**src/mowt_pkg.sv**
```systemverilog
// Shared types, command codes and constants of the mecanum odometry waypoint tracker.
// Used by mowt_ctrl, mowt_dp and the top level; depends on nothing else.
`default_nettype none
package mowt_pkg;

  // Datapath operation codes issued by the controller.
  localparam logic [4:0] OP_NONE    = 5'd0;
  localparam logic [4:0] OP_LOAD    = 5'd1;
  localparam logic [4:0] OP_MUL_X   = 5'd2;
  localparam logic [4:0] OP_MUL_Y   = 5'd3;
  localparam logic [4:0] OP_BODY    = 5'd4;
  localparam logic [4:0] OP_DIV     = 5'd5;
  localparam logic [4:0] OP_HEAD    = 5'd6;
  localparam logic [4:0] OP_ANGLE   = 5'd7;
  localparam logic [4:0] OP_MUL_DY  = 5'd8;
  localparam logic [4:0] OP_SCALE_Y = 5'd9;
  localparam logic [4:0] OP_CORDIC  = 5'd10;
  localparam logic [4:0] OP_ACCUM   = 5'd11;
  localparam logic [4:0] OP_GOAL    = 5'd12;
  localparam logic [4:0] OP_SQ_X    = 5'd13;
  localparam logic [4:0] OP_SQ_Y    = 5'd14;
  localparam logic [4:0] OP_SQ_R    = 5'd15;
  localparam logic [4:0] OP_OUT     = 5'd16;

  // Configuration register indexes.
  localparam logic [2:0] REG_WP0_X  = 3'd0;
  localparam logic [2:0] REG_WP0_Y  = 3'd1;
  localparam logic [2:0] REG_WP1_X  = 3'd2;
  localparam logic [2:0] REG_WP1_Y  = 3'd3;
  localparam logic [2:0] REG_RADIUS = 3'd4;

  // Last step indexes of the iterative units. A division is a reciprocal multiply
  // followed by one correction step.
  localparam logic [5:0] DIV_LAST    = 6'd1;
  localparam logic [5:0] CORDIC_LAST = 6'd15;

  // Reciprocals: floor(2^38 / 260) and floor(2^42 / 5760).
  localparam logic [29:0] RECIP_HEAD      = 30'd1057222719;
  localparam logic [29:0] RECIP_FULL_TURN = 30'd763549741;

  // Command from the controller to the datapath.
  typedef struct packed {
    logic [4:0] op;
    logic [3:0] iter;
    logic       div_full_turn;
  } cmd_t;

  // Status from the datapath to the controller.
  typedef struct packed {
    logic out_free;
  } status_t;

  // CORDIC arctangent table, 1/65536 degree.
  function automatic logic [21:0] atan_of(input logic [3:0] i);
    logic [21:0] v;
    unique case (i)
      4'd0:  v = 22'd2949120;
      4'd1:  v = 22'd1740967;
      4'd2:  v = 22'd919879;
      4'd3:  v = 22'd466945;
      4'd4:  v = 22'd234379;
      4'd5:  v = 22'd117304;
      4'd6:  v = 22'd58666;
      4'd7:  v = 22'd29335;
      4'd8:  v = 22'd14668;
      4'd9:  v = 22'd7334;
      4'd10: v = 22'd3667;
      4'd11: v = 22'd1833;
      4'd12: v = 22'd917;
      4'd13: v = 22'd458;
      4'd14: v = 22'd229;
      default: v = 22'd115;
    endcase
    return v;
  endfunction

endpackage
`default_nettype wire

```
**src/mowt_ctrl.sv**
```systemverilog
// Sequencing state machine of the mecanum odometry waypoint tracker.
// Depends on mowt_pkg for the command and status types.
`default_nettype none
module mowt_ctrl (
  input  wire logic             clk,
  input  wire logic             rst,
  input  wire logic             in_valid,
  output logic                  in_ready,
  input  wire mowt_pkg::status_t status,
  output mowt_pkg::cmd_t        cmd
);

  localparam logic [4:0] ST_IDLE   = 5'd0;
  localparam logic [4:0] ST_MULX   = 5'd1;
  localparam logic [4:0] ST_MULY   = 5'd2;
  localparam logic [4:0] ST_BODY   = 5'd3;
  localparam logic [4:0] ST_DIVW   = 5'd4;
  localparam logic [4:0] ST_HEAD   = 5'd5;
  localparam logic [4:0] ST_DIVM   = 5'd6;
  localparam logic [4:0] ST_ANGLE  = 5'd7;
  localparam logic [4:0] ST_MULDY  = 5'd8;
  localparam logic [4:0] ST_SCALEY = 5'd9;
  localparam logic [4:0] ST_CORD   = 5'd10;
  localparam logic [4:0] ST_ACCUM  = 5'd11;
  localparam logic [4:0] ST_GOAL   = 5'd12;
  localparam logic [4:0] ST_SQX    = 5'd13;
  localparam logic [4:0] ST_SQY    = 5'd14;
  localparam logic [4:0] ST_SQR    = 5'd15;
  localparam logic [4:0] ST_OUT    = 5'd16;

  logic [4:0] state, state_next;
  logic [5:0] cnt, cnt_next;

  assign in_ready = (state == ST_IDLE);

  // Next state, step counter and command decode.
  always_comb begin
    state_next = state;
    cnt_next = cnt;
    cmd.op = mowt_pkg::OP_NONE;
    cmd.iter = cnt[3:0];
    cmd.div_full_turn = (state == ST_DIVM);
    unique case (state)
      ST_IDLE: begin
        if (in_valid) begin
          cmd.op = mowt_pkg::OP_LOAD;
          state_next = ST_MULX;
        end
      end
      ST_MULX: begin
        cmd.op = mowt_pkg::OP_MUL_X;
        state_next = ST_MULY;
      end
      ST_MULY: begin
        cmd.op = mowt_pkg::OP_MUL_Y;
        state_next = ST_BODY;
      end
      ST_BODY: begin
        cmd.op = mowt_pkg::OP_BODY;
        cnt_next = '0;
        state_next = ST_DIVW;
      end
      ST_DIVW, ST_DIVM: begin
        cmd.op = mowt_pkg::OP_DIV;
        cnt_next = cnt + 6'd1;
        if (cnt == mowt_pkg::DIV_LAST) begin
          cnt_next = '0;
          state_next = (state == ST_DIVW) ? ST_HEAD : ST_ANGLE;
        end
      end
      ST_HEAD: begin
        cmd.op = mowt_pkg::OP_HEAD;
        cnt_next = '0;
        state_next = ST_DIVM;
      end
      ST_ANGLE: begin
        cmd.op = mowt_pkg::OP_ANGLE;
        state_next = ST_MULDY;
      end
      ST_MULDY: begin
        cmd.op = mowt_pkg::OP_MUL_DY;
        state_next = ST_SCALEY;
      end
      ST_SCALEY: begin
        cmd.op = mowt_pkg::OP_SCALE_Y;
        cnt_next = '0;
        state_next = ST_CORD;
      end
      ST_CORD: begin
        cmd.op = mowt_pkg::OP_CORDIC;
        cnt_next = cnt + 6'd1;
        if (cnt == mowt_pkg::CORDIC_LAST) begin
          cnt_next = '0;
          state_next = ST_ACCUM;
        end
      end
      ST_ACCUM: begin
        cmd.op = mowt_pkg::OP_ACCUM;
        state_next = ST_GOAL;
      end
      ST_GOAL: begin
        cmd.op = mowt_pkg::OP_GOAL;
        state_next = ST_SQX;
      end
      ST_SQX: begin
        cmd.op = mowt_pkg::OP_SQ_X;
        state_next = ST_SQY;
      end
      ST_SQY: begin
        cmd.op = mowt_pkg::OP_SQ_Y;
        state_next = ST_SQR;
      end
      ST_SQR: begin
        cmd.op = mowt_pkg::OP_SQ_R;
        state_next = ST_OUT;
      end
      ST_OUT: begin
        if (status.out_free) begin
          cmd.op = mowt_pkg::OP_OUT;
          state_next = ST_IDLE;
        end
      end
      default: begin
        state_next = ST_IDLE;
      end
    endcase
  end

  // State registers.
  always_ff @(posedge clk) begin
    if (rst) begin
      state <= ST_IDLE;
      cnt <= '0;
    end else begin
      state <= state_next;
      cnt <= cnt_next;
    end
  end

endmodule
`default_nettype wire

```
**config.mk**
```make
export PLATFORM = sky130hd
export DESIGN_NAME = mowt_ctrl
export DESIGN_NICKNAME = d
export VERILOG_FILES = /design/src/mowt_pkg.sv /design/src/mowt_ctrl.sv
export SDC_FILE = /design/constraint.sdc
export NUM_CORES = 1
export LEC_CHECK = 0
export BUFFER_PORTS_ARGS = -buffer_cell sky130_fd_sc_hd__buf_4
export CAP_MARGIN = 25
export CORE_AREA = 2 2 52 54
export DETAILED_ROUTE_END_ITERATION = 12
export DIE_AREA = 0 0 54 56
export GPL_TIMING_DRIVEN = 0
export PLACE_DENSITY_LB_ADDON = 0.2
export SLEW_MARGIN = 20
export SYNTH_ARGS = -nofsm -noshare
export SYNTH_HDL_FRONTEND = slang
export SYNTH_SLANG_ARGS = --single-unit
```
**constraint.sdc**
```tcl
create_clock -name clk -period 2 [get_ports clk]
set_input_delay 0.1 -clock clk [delete_from_list [all_inputs] [get_ports clk]]
set_output_delay 0.1 -clock clk [all_outputs]
set_load 0.01 [all_outputs]
```
# Word-level counts from Yosys, hierarchy flattened
# Index checks and enable logic that the tools add are counted.
[totals]
regBits = 11
input_bits = 4
out_inout_bits = 11
wordCells = 42
[classes]
add_sub_neg = 1
n_eq_ne = 22
muxes = 12
reduce_logical = 5
[op_table]
columns = ["operator", "count"]
rows = [
  ["$pmux W5 S16", 2],
  ["$eq A5 B4 Y1 const B", 8],
  ["$mux W5", 5],
  ["$eq A5 B3 Y1 const B", 4],
  ["$pmux W6 S3", 1],
  ["$mux W6", 2],
  ["$eq A5 B2 Y1 const B", 2],
  ["$ne A2 B2 Y1 const B", 4],
  ["$add A6 B1 Y6 const B", 1],
  ["$eq A6 B1 Y1 const B", 1],
  ["$eq A6 B4 Y1 const B", 1],
  ["$eq A5 B1 Y1 const B", 1],
  ["$eq A5 B5 Y1 const B", 1],
  ["$logic_not A5 Y1", 1],
  ["$reduce_and A4 Y1", 1],
  ["$reduce_bool A3 Y1", 1],
  ["$reduce_or A3 Y1", 1],
  ["$mux W2", 1],
  ["$reduce_or A2 Y1", 1],
  ["$mux W1", 1],
]

# Longest topological paths before layout
[depth]
ltp_word = 4
depth_mapped = 6
depth_no_buf = 6

# Least setup slack after synthesis
# Ideal clock, no wire load.
[synth_path]
kind = "flip-flop to flip-flop"
startpoint = "register cnt[0]"
endpoint = "register cnt[3]"
arrival_time_ns = 1.504
required_time_ns = 1.867
path_slack_ns = 0.363
path_stages_with_launch = 7
synth_period_minus_slack_ns = 1.637
cell_sequence = "dfxtp_1 ha_1 nand3_1 o311a_1 a311o_4 nand4b_2 a31oi_1"
[synth_via]
elab_chain_cells = 3
elab_cells_between_ends = 6
classes_between = "add/sub (1); eq/ne (2); mux (3)"
[synth_lines]
columns = ["element", "line_no", "rtl"]
rows = [
  ["start, declared", "mowt_ctrl.sv:32", "logic [5:0] cnt, cnt_next;"],
  ["start signal, assigned", "mowt_ctrl.sv:136", "cnt <= cnt_next;"],
  ["$add A6 B1 Y6, or another cell as far along", "mowt_ctrl.sv:65, mowt_ctrl.sv:91", ""],
  ["$mux W6, on equally long branches", "mowt_ctrl.sv:92, mowt_ctrl.sv:66", ""],
  ["$pmux W6 S3 *", "mowt_ctrl.sv:43", "unique case (state)"],
]
# Mark *: on every way between the ends. The rest lies on a longest branch, timed or not.
# A chain may end at the register's enable or synchronous reset.

# Final worst setup path
[layout_path]
startpoint = "register cnt[0]"
endpoint = "register cnt[5]"
# The elaborated chain is that of the path after synthesis.

==> flow_metrics.py <==
metrics = {
    "die": {
        "pin_count": 15,
        "core_sq_um": 2430,
        "fp.dieH_microns": 56,
        "die_area_sq_um": 3020,
        "fp-row-count": 18,
        "start_util_pct": 33.3,
        "die_w_microns": 54,
    },
    "sta": {
        "max_slew.worst_pin.slew_ns": 0.489,
        "post-route-period-util_pct": 91.4,
        "period_needed_ns": 1.83,
        "max_freq_mhz": 547,
        "rsz0062_at_grt": "no",
        "holdWs_ns": 0.0725,
        "slew_headroom_pct": 67.4,
        "finalClockSkew_ns": 0.00115,
        "final_max_slew_viol_count": 0,
        "setup_tns_ns": 0,
        "fin_ws_ns": 0.172,
        "setup_viol": 0,
        "hold_viol": 0,
    },
    "run_status": {
        "outcome": "completed",
    },
    "worst_hold_path": {
        "hold_path_startpoint": "rst",
        "min_to": "state[0]",
        "holdPathStages": 3,
        "hold_class": "in2reg",
    },
    "drt": {
        "avgRoutedWirePerCell_microns": 13.3,
        "drtPass1Iterations": 4,
        "via_per_inst": 5.29,
        "via_count": 793,
        "drt-initial-drc-count": 19,
        "drt_wl_total_mm": 2.00,
        "wl_met2_microns": 947,
        "wl_met3_microns": 85,
        "wl_met1_microns": 925,
        "top_layer": "met4",
        "drc_errors": 0,
        "antenna_left": 0,
    },
    "clock_network": {
        "cts-root-buf": "clkbuf_4",
        "h-tree-depth": 1,
        "cts_tree": "yes",
        "clock_path_buffers": 2,
        "clkSinkCount": 11,
        "cts_hold_buf": 0,
        "postCtsSetupRepairBufs": 0,
        "cts_resized": 0,
        "path_clk_slew_ns": 0.07,
        "cts_buffers": 3,
        "clock_latency_ns": 0.28,
    },
    "layout": {
        "post-route-cell-area_sq_um": 980,
        "drive_gt1_share_pct": 26.7,
        "num-nets-final": 127,
        "insertedDiodeCount": 0,
        "area_delta_synth_final_pct": 20.8,
    },
    "critical_path": {
        "slowest_delay_ns": 0.41,
        "r2r_start": "cnt[0]",
        "rr_worst_depth": 6,
        "critPathRequiredTime_ns": 2.15,
        "cp_common_cell": "nand3_1",
        "worstPathMaxFanout": 8,
        "criticalPathCategory": "reg2reg",
        "r2r-end": "cnt[5]",
        "critPathArrivalTime_ns": 1.98,
        "crit_path_end_kind": "flop",
        "worstSetupStartpointType": "flop",
        "crit_chain": "ha_1 -> nand3_1 -> o311a_1 -> a311o_4 -> nand3_1 -> a31oi_1",
        "cp_slowest_cell": "dfxtp_1",
        "rrSetupSlack_ns": 0.17,
    },
    "placement": {
        "place.gp.congestion": 0.760,
        "dp_hpwl_mm": 1.41,
        "post_dp_cell_area_sq_um": 953,
        "port_buffers": 14,
        "dpl_worst_slack_ns": 0.193,
    },
    "power_and_ir_drop": {
        "peakVddDrop_v": 0.000314,
        "p_per_area_nw_per_um2": 651,
        "power_mw": 0.638,
        "leakagePower_nw": 0.391,
    },
    "logic_synthesis": {
        "synthXorXnorAreaFrac_pct": 4.32,
        "synth_area_sq_um": 811,
        "syn_inst": 102,
        "synth_top_flop_cell": "dfxtp_1",
        "yosys.area_share.simple_pct": 35.0,
        "synth_compound_area_share_pct": 21.1,
        "avgSynthCellArea_sq_um": 7.95,
        "synth_fa_ha_area_share_pct": 3.09,
        "synth_top_family_by_area": "simple AND/OR/NAND/NOR gates",
        "ys_warn_count": 0,
        "syn_nets": 108,
        "synth_cell_type_count": 36,
        "synthArstFlopShare_pct": 0,
        "ys_seq_elements": 11,
        "muxShareOfSynthArea_pct": 0,
        "seq_area_frac_synth_pct": 27.2,
        "synth_edf_count": 0,
    },
    "global_route": {
        "grt_pass1_vias": 751,
        "grt_overflow_total": 0,
        "grt_max_degree": 11,
        "antenna_found_initial": 0,
        "grtUsageTotal_pct": 14.3,
        "grt_pass1_wl_mm": 3.32,
    },
    "job": {
        "maxCapViolations": 0,
    },
}
## cells by family after synthesis
| group | count (synthesis) |
|---|---|
| adder cells (fa/ha/maj) | 2 |
| buffers and inverters | 14 |
| AO/OA/AOI/OAI | 23 |
| AND/OR/NAND/NOR | 48 |
| flip-flops | 11 |
| XOR/XNOR | 4 |
## per-layer routing
| layer | GRT usage [%] | vias up |
|---|---|---|
| met5 | 0 | - |
| met4 | 5.36 | 0 |
| met3 | 1.61 | 7 |
| met2 | 24.4 | 20 |
| met1 | 17.8 | 358 |
| li1 | - | 408 |
## critical path: cells and delay by family (launching register included)
family / cells / cell delay (ns)
AO/OA/AOI/OAI: 3 / 0.81
adder cells (fa/ha/maj): 1 / 0.22
flip-flops: 1 / 0.41
AND/OR/NAND/NOR: 2 / 0.26
## cell type report
class | instances | area (sq um)
tap | 30 | 37.5
sequential | 11 | 220
inverter | 3 | 11.3
buffer | 11 | 63.8
fill | 261 | 1450
timing repair buffer | 14 | 105
clock buffer | 4 | 26.3
multi-input combinational | 77 | 515
## flip-flops by register name, summed over array words and instances (netlist names)
signal / flops
cnt: 6
state: 5
## worst max-delay path by stage
stage              from       end  cells after the start
3_3_place_gp     cnt[0]    cnt[3]                      6
2_1_floorplan    cnt[0]    cnt[3]                      6
5_1_grt        state[0]  in_ready                      4
4_1_cts          cnt[0]    cnt[3]                      6
3_5_place_dp     cnt[0]    cnt[5]                      6
6_report         cnt[0]    cnt[5]                      6
## synth_stat cells (all sizes together), types with 2 or more instances
cell	count	area share [%]
a21o	2	1.9
a21oi	8	5.4
a31oi	4	3.9
and3	3	2.3
buf	9	6.9
clkbuf	2	0.93
dfxtp	11	27
ha	2	3.1
inv	3	1.4
nand2	8	3.7
nand3	8	4.9
nand3b	5	4.6
nor2	7	3.2
nor2b	3	2.3
nor3	4	2.5
nor4	3	2.3
nor4b	2	2.9
o21ai	3	1.9
xnor2	2	2.2
xor2	2	2.2
## power by group
| group | internal (mW) | switching [mW] |
|---|---|---|
| logic | 0.103 | 0.106 |
| registers | 0.239 | 0.0312 |
| clock network | 0.0775 | 0.0821 |
| total | 0.419 | 0.219 |
## placed cells by master, fill, tap and decap left out, types with 4 or more instances in the layout
cell,synthesis,routed
buf_4,5,19
dfxtp_1,11,11
nand2_1,8,8
nand3_1,8,8
nor2_1,7,7
a21oi_1,7,7
nand3b_1,5,5
nor3_1,4,4
## through the flow
step	utilization [%]	instances
2_1_floorplan	-	102
3_3_place_gp	39.2	146
3_5_place_dp	39.2	146
4_1_cts	40.3	150
5_1_grt	40.3	150
6_report	40.3	150
Power figures use the tool's default switching activity.
